File: src/rtl/core/gmfn_pkg.sv
// ----------------------------------------------------------------------------
// gmfn_pkg
// Shared types and constants of the posture mode filter and item navigator.
// ----------------------------------------------------------------------------
package gmfn_pkg;

   localparam int HISTORY_DEPTH_DEF = 16;
   localparam int CLASS_COUNT_DEF   = 8;

   localparam int CODE_W = 3;
   localparam int IDX_W  = 8;
   localparam int STEP_W = 2;
   localparam int CDC_W  = 8;

   // register reset values
   localparam logic [4:0] WINDOW_LENGTH_RST    = 5'd10;
   localparam logic [5:0] COOLDOWN_FRAMES_RST  = 6'd30;
   localparam logic [7:0] ITEM_COUNT_RST       = 8'd0;
   localparam logic [2:0] SWIPE_LEFT_CODE_RST  = 3'd2;
   localparam logic [2:0] SWIPE_RIGHT_CODE_RST = 3'd3;

   // register indexes on the csr port
   localparam logic [2:0] REG_WINDOW_LENGTH    = 3'd0;
   localparam logic [2:0] REG_COOLDOWN_FRAMES  = 3'd1;
   localparam logic [2:0] REG_ITEM_COUNT       = 3'd2;
   localparam logic [2:0] REG_SWIPE_LEFT_CODE  = 3'd3;
   localparam logic [2:0] REG_SWIPE_RIGHT_CODE = 3'd4;

   localparam logic [STEP_W-1:0] STEP_NONE = 2'd0;
   localparam logic [STEP_W-1:0] STEP_FWD  = 2'd1;
   localparam logic [STEP_W-1:0] STEP_BACK = 2'd2;

   typedef enum logic [1:0] {
      ST_IDLE,
      ST_READ,
      ST_DRAIN,
      ST_DECIDE
   } ctrl_state_type;

   // controls from the sequencer to the vote unit
   typedef struct packed {
      logic              start;
      logic              acc;
      logic [CODE_W-1:0] code;
   } vote_ctl_type;

   typedef struct packed {
      logic [4:0] window_length;
      logic [5:0] cooldown_frames;
      logic [7:0] item_count;
      logic [2:0] swipe_left_code;
      logic [2:0] swipe_right_code;
   } cfg_type;

endpackage

File: src/rtl/core/gmfn_hist_ram.sv
// ----------------------------------------------------------------------------
// gmfn_hist_ram
// Posture code history: one write port, one read port, registered read data.
// ----------------------------------------------------------------------------
module gmfn_hist_ram
   import gmfn_pkg::*;
#(
   parameter int DEPTH = HISTORY_DEPTH_DEF,
   parameter int AW    = (DEPTH > 1) ? $clog2(DEPTH) : 1
) (
   input  logic              clock,
   input  logic              wr_en,
   input  logic [AW-1:0]     wr_addr,
   input  logic [CODE_W-1:0] wr_data,
   input  logic              rd_en,
   input  logic [AW-1:0]     rd_addr,
   output logic [CODE_W-1:0] rd_data
);

   logic [CODE_W-1:0] mem [DEPTH];
   logic [CODE_W-1:0] rd_data_ff;

   always_ff @(posedge clock) begin
      if (wr_en) begin
         mem[wr_addr] <= wr_data;
      end
   end

   always_ff @(posedge clock) begin
      if (rd_en) begin
         rd_data_ff <= mem[rd_addr];
      end
   end

   assign rd_data = rd_data_ff;

endmodule

File: src/rtl/core/gmfn_vote.sv
// ----------------------------------------------------------------------------
// gmfn_vote
// Per-class vote counters with a running mode, ties going to the lower class.
// ----------------------------------------------------------------------------
module gmfn_vote
   import gmfn_pkg::*;
#(
   parameter int DEPTH       = HISTORY_DEPTH_DEF,
   parameter int CLASS_COUNT = CLASS_COUNT_DEF
) (
   input  logic              clock,
   input  vote_ctl_type      ctl,
   output logic [CODE_W-1:0] mode_code
);

   localparam int CW = $clog2(DEPTH + 1);
   localparam int KW = $clog2(CLASS_COUNT);

   logic [CW-1:0] counts_ff [CLASS_COUNT];
   logic [CW-1:0] counts_in [CLASS_COUNT];
   logic [KW-1:0] best_ff, best_in;
   logic [CW-1:0] best_cnt_ff, best_cnt_in;
   logic [4:0]    code_ext;
   logic [KW-1:0] cls;
   logic [CW-1:0] bumped;
   logic [4:0]    best_ext;

   // codes past the last class vote as the last class
   always_comb begin
      code_ext = {2'b00, ctl.code};
      if (code_ext >= 5'(CLASS_COUNT)) begin
         cls = KW'(CLASS_COUNT - 1);
      end else begin
         cls = code_ext[KW-1:0];
      end
   end

   assign bumped = counts_ff[cls] + 1'b1;

   // counts only grow by one, so the mode can be tracked as they change
   always_comb begin
      counts_in   = counts_ff;
      best_in     = best_ff;
      best_cnt_in = best_cnt_ff;
      if (ctl.start) begin
         for (int i = 0; i < CLASS_COUNT; i++) begin
            counts_in[i] = '0;
         end
         counts_in[cls] = CW'(1);
         best_in        = cls;
         best_cnt_in    = CW'(1);
      end else if (ctl.acc) begin
         counts_in[cls] = bumped;
         if (bumped > best_cnt_ff) begin
            best_in     = cls;
            best_cnt_in = bumped;
         end else if (bumped == best_cnt_ff && cls < best_ff) begin
            best_in = cls;
         end
      end
   end

   always_ff @(posedge clock) begin
      counts_ff   <= counts_in;
      best_ff     <= best_in;
      best_cnt_ff <= best_cnt_in;
   end

   assign best_ext  = 5'(best_ff);
   assign mode_code = best_ext[CODE_W-1:0];

endmodule

File: src/rtl/core/gmfn_ctrl.sv
// ----------------------------------------------------------------------------
// gmfn_ctrl
// Frame sequencer: history pointers, window walk, cooldown, item index and
// the result register.
// ----------------------------------------------------------------------------
module gmfn_ctrl
   import gmfn_pkg::*;
#(
   parameter int DEPTH = HISTORY_DEPTH_DEF,
   parameter int AW    = (DEPTH > 1) ? $clog2(DEPTH) : 1
) (
   input  logic              clock,
   input  logic              reset,
   input  cfg_type           cfg,
   input  logic              req_valid,
   output logic              req_stall,
   input  logic [CODE_W-1:0] req_posture_code,
   output logic              rsp_valid,
   input  logic              rsp_stall,
   output logic [CODE_W-1:0] rsp_filtered_code,
   output logic [IDX_W-1:0]  rsp_item_index,
   output logic [STEP_W-1:0] rsp_step_taken,
   output logic              rsp_cooldown_busy,
   output logic              ram_wr_en,
   output logic [AW-1:0]     ram_wr_addr,
   output logic [CODE_W-1:0] ram_wr_data,
   output logic              ram_rd_en,
   output logic [AW-1:0]     ram_rd_addr,
   input  logic [CODE_W-1:0] ram_rd_data,
   output vote_ctl_type      vote_ctl,
   input  logic [CODE_W-1:0] mode_code
);

   localparam int FW = $clog2(DEPTH + 1);
   localparam int LW = (FW > 5) ? FW : 5;

   ctrl_state_type    state_ff, state_in;
   logic [AW-1:0]     head_ff, head_in;
   logic [FW-1:0]     fill_ff, fill_in;
   logic [AW-1:0]     rd_ptr_ff, rd_ptr_in;
   logic [LW-1:0]     remain_ff, remain_in;
   logic              rd_pend_ff, rd_pend_in;
   logic [CODE_W-1:0] raw_ff, raw_in;
   logic              cd_idle_ff, cd_idle_in;
   logic [CDC_W-1:0]  cd_count_ff, cd_count_in;
   logic [IDX_W-1:0]  index_ff, index_in;
   logic              rsp_valid_ff, rsp_valid_in;
   logic [CODE_W-1:0] rsp_filt_ff, rsp_filt_in;
   logic [IDX_W-1:0]  rsp_index_ff, rsp_index_in;
   logic [STEP_W-1:0] rsp_step_ff, rsp_step_in;
   logic              rsp_busy_ff, rsp_busy_in;

   logic              accept;
   logic              fire;
   logic              is_read;
   logic [FW-1:0]     fill_new;
   logic [LW-1:0]     win_eff;
   logic [LW-1:0]     fill_ext;
   logic [LW-1:0]     win_n;
   logic [CDC_W-1:0]  cd_inc;
   logic              fwd, back;

   assign accept = req_valid && (state_ff == ST_IDLE);
   assign fire   = (state_ff == ST_DECIDE) && !(rsp_valid_ff && rsp_stall);

   // window size: zero counts as one, never past the codes held
   always_comb begin
      fill_new = (fill_ff < FW'(DEPTH)) ? fill_ff + 1'b1 : fill_ff;
      win_eff  = (cfg.window_length == 5'd0) ? LW'(1) : LW'(cfg.window_length);
      fill_ext = LW'(fill_new);
      win_n    = (win_eff < fill_ext) ? win_eff : fill_ext;
   end

   // next state
   always_comb begin
      state_in = state_ff;
      case (state_ff)
         ST_IDLE: begin
            if (accept) begin
               state_in = (win_n > LW'(1)) ? ST_READ : ST_DECIDE;
            end
         end
         ST_READ: begin
            if (remain_ff == LW'(1)) begin
               state_in = ST_DRAIN;
            end
         end
         ST_DRAIN: begin
            state_in = ST_DECIDE;
         end
         ST_DECIDE: begin
            if (fire) begin
               state_in = ST_IDLE;
            end
         end
         default: begin
            state_in = ST_IDLE;
         end
      endcase
   end

   // state outputs
   always_comb begin
      req_stall = 1'b1;
      is_read   = 1'b0;
      case (state_ff)
         ST_IDLE: begin
            req_stall = 1'b0;
         end
         ST_READ: begin
            is_read = 1'b1;
         end
         ST_DRAIN, ST_DECIDE: begin
            req_stall = 1'b1;
         end
         default: begin
            req_stall = 1'b1;
         end
      endcase
   end

   // history write and walk over the older codes, newest first
   assign ram_wr_en   = accept;
   assign ram_wr_addr = head_ff;
   assign ram_wr_data = req_posture_code;
   assign ram_rd_en   = is_read;
   assign ram_rd_addr = rd_ptr_ff;
   assign rd_pend_in  = is_read;

   assign vote_ctl.start = accept;
   assign vote_ctl.acc   = rd_pend_ff;
   assign vote_ctl.code  = accept ? req_posture_code : ram_rd_data;

   always_comb begin
      head_in   = head_ff;
      fill_in   = fill_ff;
      rd_ptr_in = rd_ptr_ff;
      remain_in = remain_ff;
      raw_in    = raw_ff;
      if (accept) begin
         head_in   = (head_ff == AW'(DEPTH - 1)) ? '0 : head_ff + 1'b1;
         fill_in   = fill_new;
         rd_ptr_in = (head_ff == '0) ? AW'(DEPTH - 1) : head_ff - 1'b1;
         remain_in = win_n - 1'b1;
         raw_in    = req_posture_code;
      end else if (is_read) begin
         rd_ptr_in = (rd_ptr_ff == '0) ? AW'(DEPTH - 1) : rd_ptr_ff - 1'b1;
         remain_in = remain_ff - 1'b1;
      end
   end

   // cooldown advances on transfer, a step restarts it at decision time
   assign cd_inc = cd_count_ff + 1'b1;
   assign fwd    = cd_idle_ff && (mode_code == cfg.swipe_left_code)
                   && (raw_ff == cfg.swipe_right_code);
   assign back   = cd_idle_ff && !fwd && (mode_code == cfg.swipe_right_code)
                   && (raw_ff == cfg.swipe_left_code);

   always_comb begin
      cd_idle_in   = cd_idle_ff;
      cd_count_in  = cd_count_ff;
      index_in     = index_ff;
      rsp_valid_in = rsp_valid_ff && rsp_stall;
      rsp_filt_in  = rsp_filt_ff;
      rsp_index_in = rsp_index_ff;
      rsp_step_in  = rsp_step_ff;
      rsp_busy_in  = rsp_busy_ff;
      if (accept && !cd_idle_ff) begin
         if (cd_inc > {2'b00, cfg.cooldown_frames}) begin
            cd_idle_in  = 1'b1;
            cd_count_in = '0;
         end else begin
            cd_count_in = cd_inc;
         end
      end
      if (fire) begin
         rsp_step_in = STEP_NONE;
         if (fwd) begin
            rsp_step_in = STEP_FWD;
            if (({1'b0, index_ff} + 9'd1) < {1'b0, cfg.item_count}) begin
               index_in = index_ff + 1'b1;
            end
         end else if (back) begin
            rsp_step_in = STEP_BACK;
            if (index_ff != '0) begin
               index_in = index_ff - 1'b1;
            end
         end
         if (fwd || back) begin
            cd_idle_in  = 1'b0;
            cd_count_in = '0;
         end
         rsp_valid_in = 1'b1;
         rsp_filt_in  = mode_code;
         rsp_index_in = index_in;
         rsp_busy_in  = !cd_idle_in;
      end
   end

   always_ff @(posedge clock) begin
      if (reset) begin
         state_ff     <= ST_IDLE;
         head_ff      <= '0;
         fill_ff      <= '0;
         rd_pend_ff   <= 1'b0;
         cd_idle_ff   <= 1'b1;
         cd_count_ff  <= '0;
         index_ff     <= '0;
         rsp_valid_ff <= 1'b0;
      end else begin
         state_ff     <= state_in;
         head_ff      <= head_in;
         fill_ff      <= fill_in;
         rd_pend_ff   <= rd_pend_in;
         cd_idle_ff   <= cd_idle_in;
         cd_count_ff  <= cd_count_in;
         index_ff     <= index_in;
         rsp_valid_ff <= rsp_valid_in;
      end
   end

   always_ff @(posedge clock) begin
      rd_ptr_ff    <= rd_ptr_in;
      remain_ff    <= remain_in;
      raw_ff       <= raw_in;
      rsp_filt_ff  <= rsp_filt_in;
      rsp_index_ff <= rsp_index_in;
      rsp_step_ff  <= rsp_step_in;
      rsp_busy_ff  <= rsp_busy_in;
   end

   assign rsp_valid         = rsp_valid_ff;
   assign rsp_filtered_code = rsp_filt_ff;
   assign rsp_item_index    = rsp_index_ff;
   assign rsp_step_taken    = rsp_step_ff;
   assign rsp_cooldown_busy = rsp_busy_ff;

`ifndef SYNTH
   a_step_starts_cooldown: assert property (@(posedge clock) disable iff (reset)
      rsp_valid_ff && (rsp_step_ff != STEP_NONE) |-> rsp_busy_ff)
      else $error("step reported without a running cooldown");

   a_fill_bound: assert property (@(posedge clock) disable iff (reset)
      fill_ff <= FW'(DEPTH))
      else $error("history fill past depth");

   a_read_has_work: assert property (@(posedge clock) disable iff (reset)
      (state_ff == ST_READ) |-> (remain_ff != '0))
      else $error("window walk with nothing left to read");

   a_decide_loads: assert property (@(posedge clock) disable iff (reset)
      (state_ff == ST_DECIDE) && !rsp_stall |=> rsp_valid_ff && (state_ff == ST_IDLE))
      else $error("decision did not load the result register");
`endif

endmodule

File: src/rtl/core/gesture_mode_filter_navigator_top.sv
// ----------------------------------------------------------------------------
// gesture_mode_filter_navigator_top
// Posture mode filter over a sliding window of frames and swipe-driven
// item navigator, with an APB-style register port.
// ----------------------------------------------------------------------------
// n = min(window_length (zero as one), codes held); after a frame transfer
//   the walk reads the n-1 older codes through the single history read port
//   (READ, DRAIN, both skipped when n is 1), then DECIDE loads the result
//   register; a new frame is taken only in IDLE, once that result is loaded
// reset: synchronous; the head pointer, fill, cooldown and index clear at once,
//   the history memory is not cleared and no clearing pass runs
module gesture_mode_filter_navigator_top
   import gmfn_pkg::*;
#(
   parameter int HISTORY_DEPTH = HISTORY_DEPTH_DEF,
   parameter int CLASS_COUNT   = CLASS_COUNT_DEF
) (
   input  logic              clock,
   input  logic              reset,
   input  logic              req_valid,
   output logic              req_stall,
   input  logic [CODE_W-1:0] req_posture_code,
   output logic              rsp_valid,
   input  logic              rsp_stall,
   output logic [CODE_W-1:0] rsp_filtered_code,
   output logic [IDX_W-1:0]  rsp_item_index,
   output logic [STEP_W-1:0] rsp_step_taken,
   output logic              rsp_cooldown_busy,
   input  logic              psel,
   input  logic              penable,
   input  logic              pwrite,
   input  logic [4:0]        paddr,
   input  logic [31:0]       pwdata,
   output logic [31:0]       prdata,
   output logic              pready
);

   localparam int AW = (HISTORY_DEPTH > 1) ? $clog2(HISTORY_DEPTH) : 1;

   cfg_type           cfg_ff, cfg_in;
   logic              csr_wr;
   logic [2:0]        reg_idx;

   logic              ram_wr_en;
   logic [AW-1:0]     ram_wr_addr;
   logic [CODE_W-1:0] ram_wr_data;
   logic              ram_rd_en;
   logic [AW-1:0]     ram_rd_addr;
   logic [CODE_W-1:0] ram_rd_data;
   vote_ctl_type      vote_ctl;
   logic [CODE_W-1:0] mode_code;

   assign pready  = 1'b1;
   assign csr_wr  = psel && penable && pwrite;
   assign reg_idx = paddr[4:2];

   always_comb begin
      cfg_in = cfg_ff;
      if (csr_wr) begin
         case (reg_idx)
            REG_WINDOW_LENGTH:    cfg_in.window_length    = pwdata[4:0];
            REG_COOLDOWN_FRAMES:  cfg_in.cooldown_frames  = pwdata[5:0];
            REG_ITEM_COUNT:       cfg_in.item_count       = pwdata[7:0];
            REG_SWIPE_LEFT_CODE:  cfg_in.swipe_left_code  = pwdata[2:0];
            REG_SWIPE_RIGHT_CODE: cfg_in.swipe_right_code = pwdata[2:0];
            default: begin
               cfg_in = cfg_ff;
            end
         endcase
      end
   end

   always_comb begin
      case (reg_idx)
         REG_WINDOW_LENGTH:    prdata = 32'(cfg_ff.window_length);
         REG_COOLDOWN_FRAMES:  prdata = 32'(cfg_ff.cooldown_frames);
         REG_ITEM_COUNT:       prdata = 32'(cfg_ff.item_count);
         REG_SWIPE_LEFT_CODE:  prdata = 32'(cfg_ff.swipe_left_code);
         REG_SWIPE_RIGHT_CODE: prdata = 32'(cfg_ff.swipe_right_code);
         default:              prdata = '0;
      endcase
   end

   always_ff @(posedge clock) begin
      if (reset) begin
         cfg_ff.window_length    <= WINDOW_LENGTH_RST;
         cfg_ff.cooldown_frames  <= COOLDOWN_FRAMES_RST;
         cfg_ff.item_count       <= ITEM_COUNT_RST;
         cfg_ff.swipe_left_code  <= SWIPE_LEFT_CODE_RST;
         cfg_ff.swipe_right_code <= SWIPE_RIGHT_CODE_RST;
      end else begin
         cfg_ff <= cfg_in;
      end
   end

   gmfn_hist_ram #(
      .DEPTH (HISTORY_DEPTH),
      .AW    (AW)
   ) u_hist_ram (
      .clock   (clock),
      .wr_en   (ram_wr_en),
      .wr_addr (ram_wr_addr),
      .wr_data (ram_wr_data),
      .rd_en   (ram_rd_en),
      .rd_addr (ram_rd_addr),
      .rd_data (ram_rd_data)
   );

   gmfn_vote #(
      .DEPTH       (HISTORY_DEPTH),
      .CLASS_COUNT (CLASS_COUNT)
   ) u_vote (
      .clock     (clock),
      .ctl       (vote_ctl),
      .mode_code (mode_code)
   );

   gmfn_ctrl #(
      .DEPTH (HISTORY_DEPTH),
      .AW    (AW)
   ) u_ctrl (
      .clock             (clock),
      .reset             (reset),
      .cfg               (cfg_ff),
      .req_valid         (req_valid),
      .req_stall         (req_stall),
      .req_posture_code  (req_posture_code),
      .rsp_valid         (rsp_valid),
      .rsp_stall         (rsp_stall),
      .rsp_filtered_code (rsp_filtered_code),
      .rsp_item_index    (rsp_item_index),
      .rsp_step_taken    (rsp_step_taken),
      .rsp_cooldown_busy (rsp_cooldown_busy),
      .ram_wr_en         (ram_wr_en),
      .ram_wr_addr       (ram_wr_addr),
      .ram_wr_data       (ram_wr_data),
      .ram_rd_en         (ram_rd_en),
      .ram_rd_addr       (ram_rd_addr),
      .ram_rd_data       (ram_rd_data),
      .vote_ctl          (vote_ctl),
      .mode_code         (mode_code)
   );

endmodule

File: config.mk
export PLATFORM = sky130hd
export DESIGN_NAME = gesture_mode_filter_navigator_top
export DESIGN_NICKNAME = d
export VERILOG_FILES = /design/src/rtl/core/gmfn_pkg.sv /design/src/rtl/core/gmfn_hist_ram.sv /design/src/rtl/core/gmfn_vote.sv /design/src/rtl/core/gmfn_ctrl.sv /design/src/rtl/core/gesture_mode_filter_navigator_top.sv
export SDC_FILE = /design/constraint.sdc
export NUM_CORES = 1
export LEC_CHECK = 0
export BUFFER_PORTS_ARGS = -buffer_cell sky130_fd_sc_hd__buf_2
export CAP_MARGIN = 5
export CORE_AREA = 2 2 150 152
export CTS_CLUSTER_DIAMETER = 100
export DETAILED_ROUTE_END_ITERATION = 7
export DIE_AREA = 0 0 152 154
export GPL_ROUTABILITY_DRIVEN = 0
export HOLD_SLACK_MARGIN = 0.02
export PLACE_DENSITY_LB_ADDON = 0.25
export SLEW_MARGIN = 10
export SYNTH_ARGS = -nofsm -noshare
export SYNTH_HDL_FRONTEND = slang
export SYNTH_SLANG_ARGS = --single-unit
File: constraint.sdc
create_clock -name clock -period 8 [get_ports clock]
set_input_delay 0.8 -clock clock [delete_from_list [all_inputs] [get_ports clock]]
set_output_delay 0.8 -clock clock [all_outputs]
set_load 0.02 [all_outputs]
* After elaboration in Yosys (flattened, before gate mapping)
Memories as Yosys holds them, arrays and structs flattened. A register that Yosys moved wholly into a read port is not among the register bits.
Cells that the tools add are included.
** Cells by class
- $add $sub $neg :: 11
- Magnitude comparators :: 9
- Equality and inequality tests :: 17
- Muxes and demuxes :: 48
- Bitwise logic cells :: 1
- Reductions and logical operators :: 35
** Operators by type and width (number)
- two-way mux 36 bit :: 2
- two-way mux 8 bit :: 8
- bitwise mux 40 bit :: 1
- two-way mux 5 bit :: 8
- one-hot mux 8 bit (5 select lines) :: 1
- two-way mux 4 bit :: 5
- adder 8 x 1 -> 8 bit (second input constant) :: 2
- binary-select mux 5 bit (select 3 bit) :: 1
- demux 5 bit (select 3 bit) :: 1
- two-way mux 3 bit :: 5
- AND reduction 2 bit :: 7
- logical AND 1 bit :: 13
- equality test 3 bit :: 4
- adder 5 x 1 -> 5 bit (second input constant) :: 2
- two-way mux 1 bit :: 10
- two-way mux 2 bit :: 5
- subtractor 5 x 1 -> 5 bit (second input constant) :: 2
- adder 8 x 1 -> 9 bit (second input constant) :: 1
- < comparator 9 x 8 -> 1 bit :: 1
- > comparator 8 x 6 -> 1 bit :: 1
- logical NOT 4 bit :: 2
- one-hot mux 2 bit (4 select lines) :: 1
- nonzero test 8 bit :: 1
- subtractor 4 x 1 -> 4 bit (second input constant) :: 2
- other kinds (27) :: 35
** Word-level totals
- Flip-flop bits (word level) :: 129
- Memory bits (writable) :: 48
- Bits of input ports :: 47
- Output and inout port bits :: 49
- Word-level logic and storage cells :: 160
- Memories kept :: 1
** Memories
- u_hist_ram.mem :: words 16, bits a word 3, read ports 1, clocked after memory_dff 1, write ports 1, RTL line gmfn_hist_ram.sv:20 : logic [CODE_W-1:0] mem [DEPTH];

* Longest topological paths before layout
- Word-level depth :: 14
- Gate-level depth with buffers :: 21
- Mapped depth without buffers :: 19

* Cells and area by module
A second synthesis with hierarchy kept.
** Second synthesis, totals
- Cell total of the unflattened synthesis :: 970
- Area, all modules :: 10067.2 µm²
** Modules (own cells, without submodules)
- gmfn_ctrl :: times used 1, cells each 498, area each 4192.8 µm², sequential area each 1381.3 µm²
- gmfn_vote :: times used 1, cells each 206, area each 2359.8 µm², sequential area each 1071.0 µm²
- gmfn_hist_ram :: times used 1, cells each 103, area each 2042.0 µm², sequential area each 1531.5 µm²
- gesture_mode_filter_navigator_top :: times used 1, cells each 163, area each 1472.7 µm², sequential area each 500.5 µm²

* Least setup slack after synthesis
OpenSTA, ideal clock, no wires.
- Kind :: input to register
- Start point :: input port req_valid
- End point :: register u_vote.best_ff[0], in the netlist u_vote.mode_code[0] (enable)
- Library setup time :: 0.301 ns
- Arrival :: 3.730 ns
- Required time :: 7.699 ns
- Slack :: 3.970 ns
- Stages on the path :: 14
- Buffers on the path :: 0
- Cell sequence :: nand2_2 -> mux2_2 -> mux2i_1 -> o21a_1 -> a31oi_2 -> ha_1 -> xor2_1 -> inv_1 -> ha_1 -> and4_1 -> nand2_1 -> nand2_1 -> a21oi_2 -> a211o_1
** RTL lines
- start, declared :: RTL line gesture_mode_filter_navigator_top.sv:20 : input logic req_valid,
- end signal, assigned :: RTL line gmfn_vote.sv:65 : best_ff <= best_in;
- end, declared :: RTL line gmfn_vote.sv:21 : logic [KW-1:0] best_ff, best_in;

==> reports/metrics.cfg <==
[power_and_ir_drop]
switchingPower_mw = 1.30
clkPwrFrac_pct = 25.8
ir_worst_vdd_mv = 0.194
total_power_mw = 3.37
power_leakage_nw = 4.01
switching_share_pct = 38.6
p_seq_share_pct = 37.8
p_int_mw = 2.07
share_comb_of_total_power_pct = 36.4
powerDensity_mw_per_mm2 = 319

[detailed_routing]
drt_iter0_drc = 571
wl_per_cell_um = 15.8
ant_nets = 0
drtPass1Iterations = 5
via_count = 7117
drcViolationCount = 0
drt-total-wl_um = 20800
viasPerCell = 5.41

[global_route]
use_met2_pct = 29.9
grt_pass1_wl_um = 34200
track_usage_pct = 18.0
use_met1_pct = 24.0
busiest_layer = met2
antenna_found_initial = 1
grt_overflow = 0
grt_pass1_vias = 6699
grt_max_degree = 50
globalRouteMet3Util_pct = 3.83

[setup_path]
critPathLaunchType = flip-flop
required_ns = 8.15
crit_slowest_cell = buf_4
critical_path_class = reg2reg
arrival_ns = 5.64
path_cells = inv_1 -> ha_1 -> nand2_2 -> inv_2 -> buf_4 -> o21ai_0 -> o21a_1 -> a31oi_2 -> ha_1 -> a21o_1 -> and2_1 -> ha_1 -> and4_1 -> nand2_1 -> nand2_1 -> a21oi_2 -> a211o_1
max_stage_delay_ns = 0.50
worstSetupEndpointType = flip-flop
crit_path_frequent_cell = ha_1
critPathMaxFanout = 39

[status]
status = finished clean

[sta]
setup_viol = 0
tns_ns = 0
fin_ws_ns = 2.50
slew_violations = 0
final_hold_viol_count = 0
holdWs_ns = 0.458
post-route-period-util_pct = 68.7
rsz0062_at_grt = no
worstMarginPinSlew_ns = 1.14
relSlewSlack_pct = 24.1
skew_ns = 0.0157
fmax_mhz = 182
min_period_ns = 5.50

[final_layout]
final_area_mm2 = 0.0106
multi_input_area_mm2 = 0.00468
syn2layout_area_growth_pct = 9.05
seq_area_mm2 = 0.00448
fillers = 2036
fin_cells = 1316
nets = 1114
drive_gt1_share_pct = 10.2
antennaDiodeCount = 0
final_util_pct = 48.7

[die]
rows = 54
start_util_pct = 44.7
core_region_area_mm2 = 0.0217
io_pins = 96
die_y_um = 154
dieArea_mm2 = 0.0234
die_x_um = 152

[synth]
synth.avg_cell_area_um2 = 9.57
synth-edff-count = 88
syn_inst = 1013
synth.yosys.warnings = 0
synth_sequential_area_ratio_pct = 46.3
synth_cell_types = 76
synthArstFlopShare_pct = 0
ys_seq_elements = 180
ys.flop_type = dfxtp_1
netlist_area_mm2 = 0.00969

[clock_tree]
cts_root_buf = clkbuf_16
clk_latency_ns = 0.44
cts_sinks = 180
ctsResizeCount = 0
cts_buffers = 17
clk_path_buf_depth = 2
cts_hold_buf = 0
post-cts-setup-buffers = 0
cts_tree = yes
ctsHtreeMaxLevel = 4
cts.clk_slew.worst_paths_ns = 0.08

[place]
dp_hpwl_um = 14500
placed_area_mm2 = 0.00994
port_buffers = 44
placed_cells = 1284
dp_slack_ns = 2.31

[min_path]
min_path_type = reg2reg

[flow_run]
maxCapViolations = 0

metal layers:
metal	up-vias	part of all wire, %
met4	2	0.98
li1	3594	-
met3	19	4.0
met5	-	0.067
met1	3367	47
met2	135	47
flip-flops by register name, indices dropped and copies added (netlist names):
register	flops
u_ctrl.rsp_item_index	8
u_ctrl.cd_count_ff	8
u_vote.mode_code	3
u_ctrl.ram_rd_addr	4
u_ctrl.rsp_step_taken	2
cfg_ff	25
u_ctrl.rsp_cooldown_busy	1
u_hist_ram.mem	48
u_ctrl.remain_ff	5
u_ctrl.fill_ff	5
u_vote.best_cnt_ff	5
u_ctrl.rd_pend_ff	1
u_ctrl.rsp_valid	1
u_vote.counts_ff	40
u_ctrl.index_ff	8
u_hist_ram.rd_data	3
u_ctrl.raw_ff	3
u_ctrl.ram_wr_addr	4
u_ctrl.state_ff	2
u_ctrl.cd_idle_ff	1
u_ctrl.rsp_filtered_code	3
cell type report:
cell class                      count  share of cell area [%]
Clock buffer                       18                    4.26
Multi-Input combinational cell    727                    44.2
Tap cell                          280                    3.32
Clock inverter                     14                    1.67
Timing Repair Buffer               47                    2.30
Sequential cell                   180                    42.4
Inverter                           50                    1.78
power groups by stage:
stage | registers, mW | logic, mW | clock network [mW]
after floorplan | 1.23 | 1.00 | 0
after global placement | 1.29 | 1.21 | 0
after detailed placement | 1.30 | 1.23 | 0
after CTS | 1.28 | 1.23 | 0.888
after global routing | 1.29 | 1.38 | 0.927
final | 1.27 | 1.23 | 0.869
cells by family (layout without fill, tap and decap cells):
group	Yosys count	count (layout)	share of synthesized area (%)
muxes	52	52	6.16
DFF	180	180	46.3
and+or+nand+nor	341	341	16.7
other	2	25	0.0775
xor gates and xnor gates	43	43	4.08
AOI/OAI and AO/OA	222	222	14.6
adders and majority gates	44	44	5.68
buffers and inverters	129	129	6.43
cell usage in the layout, fill, tap and decap left out, drive strengths merged, types with 9 or more instances in the layout:
cell / synthesis / layout
and3: 16 / 16
clkbuf: 36 / 18
dfxtp: 92 / 92
buf: 43 / 47
nand3: 28 / 28
xor2: 16 / 16
edfxtp: 88 / 88
nor2: 133 / 133
inv: 48 / 55
mux2i: 45 / 45
nand2b: 13 / 13
conb: 2 / 25
a211o: 10 / 10
o22ai: 19 / 19
nand2: 80 / 80
a211oi: 18 / 18
xnor2: 27 / 27
nor2b: 9 / 9
a31oi: 13 / 13
a21oi: 61 / 61
ha: 44 / 44
nor3: 20 / 20
o21ai: 57 / 57
critical path: cells and delay by family (launching register included):
kind                       cells  cell delay, ns
and+or+nand+nor                5            1.04
DFF                            1            0.34
adders and majority gates      3            0.84
AOI/OAI and AO/OA              6            1.86
buffers and inverters          3            1.09
path summary, 6_finish.rpt:
check                           slack (ns)                  end  cells past startpoint           startpoint
worst max-delay path                  2.50  u_vote.mode_code[2]                     17   u_ctrl.state_ff[0]
worst min-delay path                  0.46  u_vote.counts_ff[1]                      2  u_vote.counts_ff[1]
worst max register to register        2.50  u_vote.mode_code[2]                     17   u_ctrl.state_ff[0]
worst min register to register        0.46  u_vote.counts_ff[1]                      2  u_vote.counts_ff[1]
synth_stat cells, drive strengths merged (3+ instances only):
cell type | number | area, µm²
a2111oi | 3 | 26.3
a211o | 10 | 87.6
a211oi | 18 | 135
a21boi | 4 | 33.8
a21oi | 61 | 313
a221oi | 5 | 43.8
a22oi | 4 | 30.0
a31oi | 13 | 103
and2 | 4 | 25.0
and3 | 16 | 100
and4 | 3 | 26.3
buf | 43 | 299
clkbuf | 36 | 136
dfxtp | 92 | 1840
edfxtp | 88 | 2640
ha | 44 | 551
inv | 48 | 180
mux2i | 45 | 450
mux4 | 6 | 135
nand2 | 80 | 303
nand2b | 13 | 81.3
nand3 | 28 | 145
nand3b | 6 | 45.0
nand4 | 5 | 31.3
nor2 | 133 | 499
nor2b | 9 | 56.3
nor3 | 20 | 116
nor3b | 4 | 30.0
nor4 | 3 | 18.8
o21a | 8 | 61.3
o21ai | 57 | 285
o22ai | 19 | 119
o31ai | 6 | 55.1
or3 | 6 | 37.5
xnor2 | 27 | 236
xor2 | 16 | 159
Note: power is estimated with default switching activity, not from simulation.
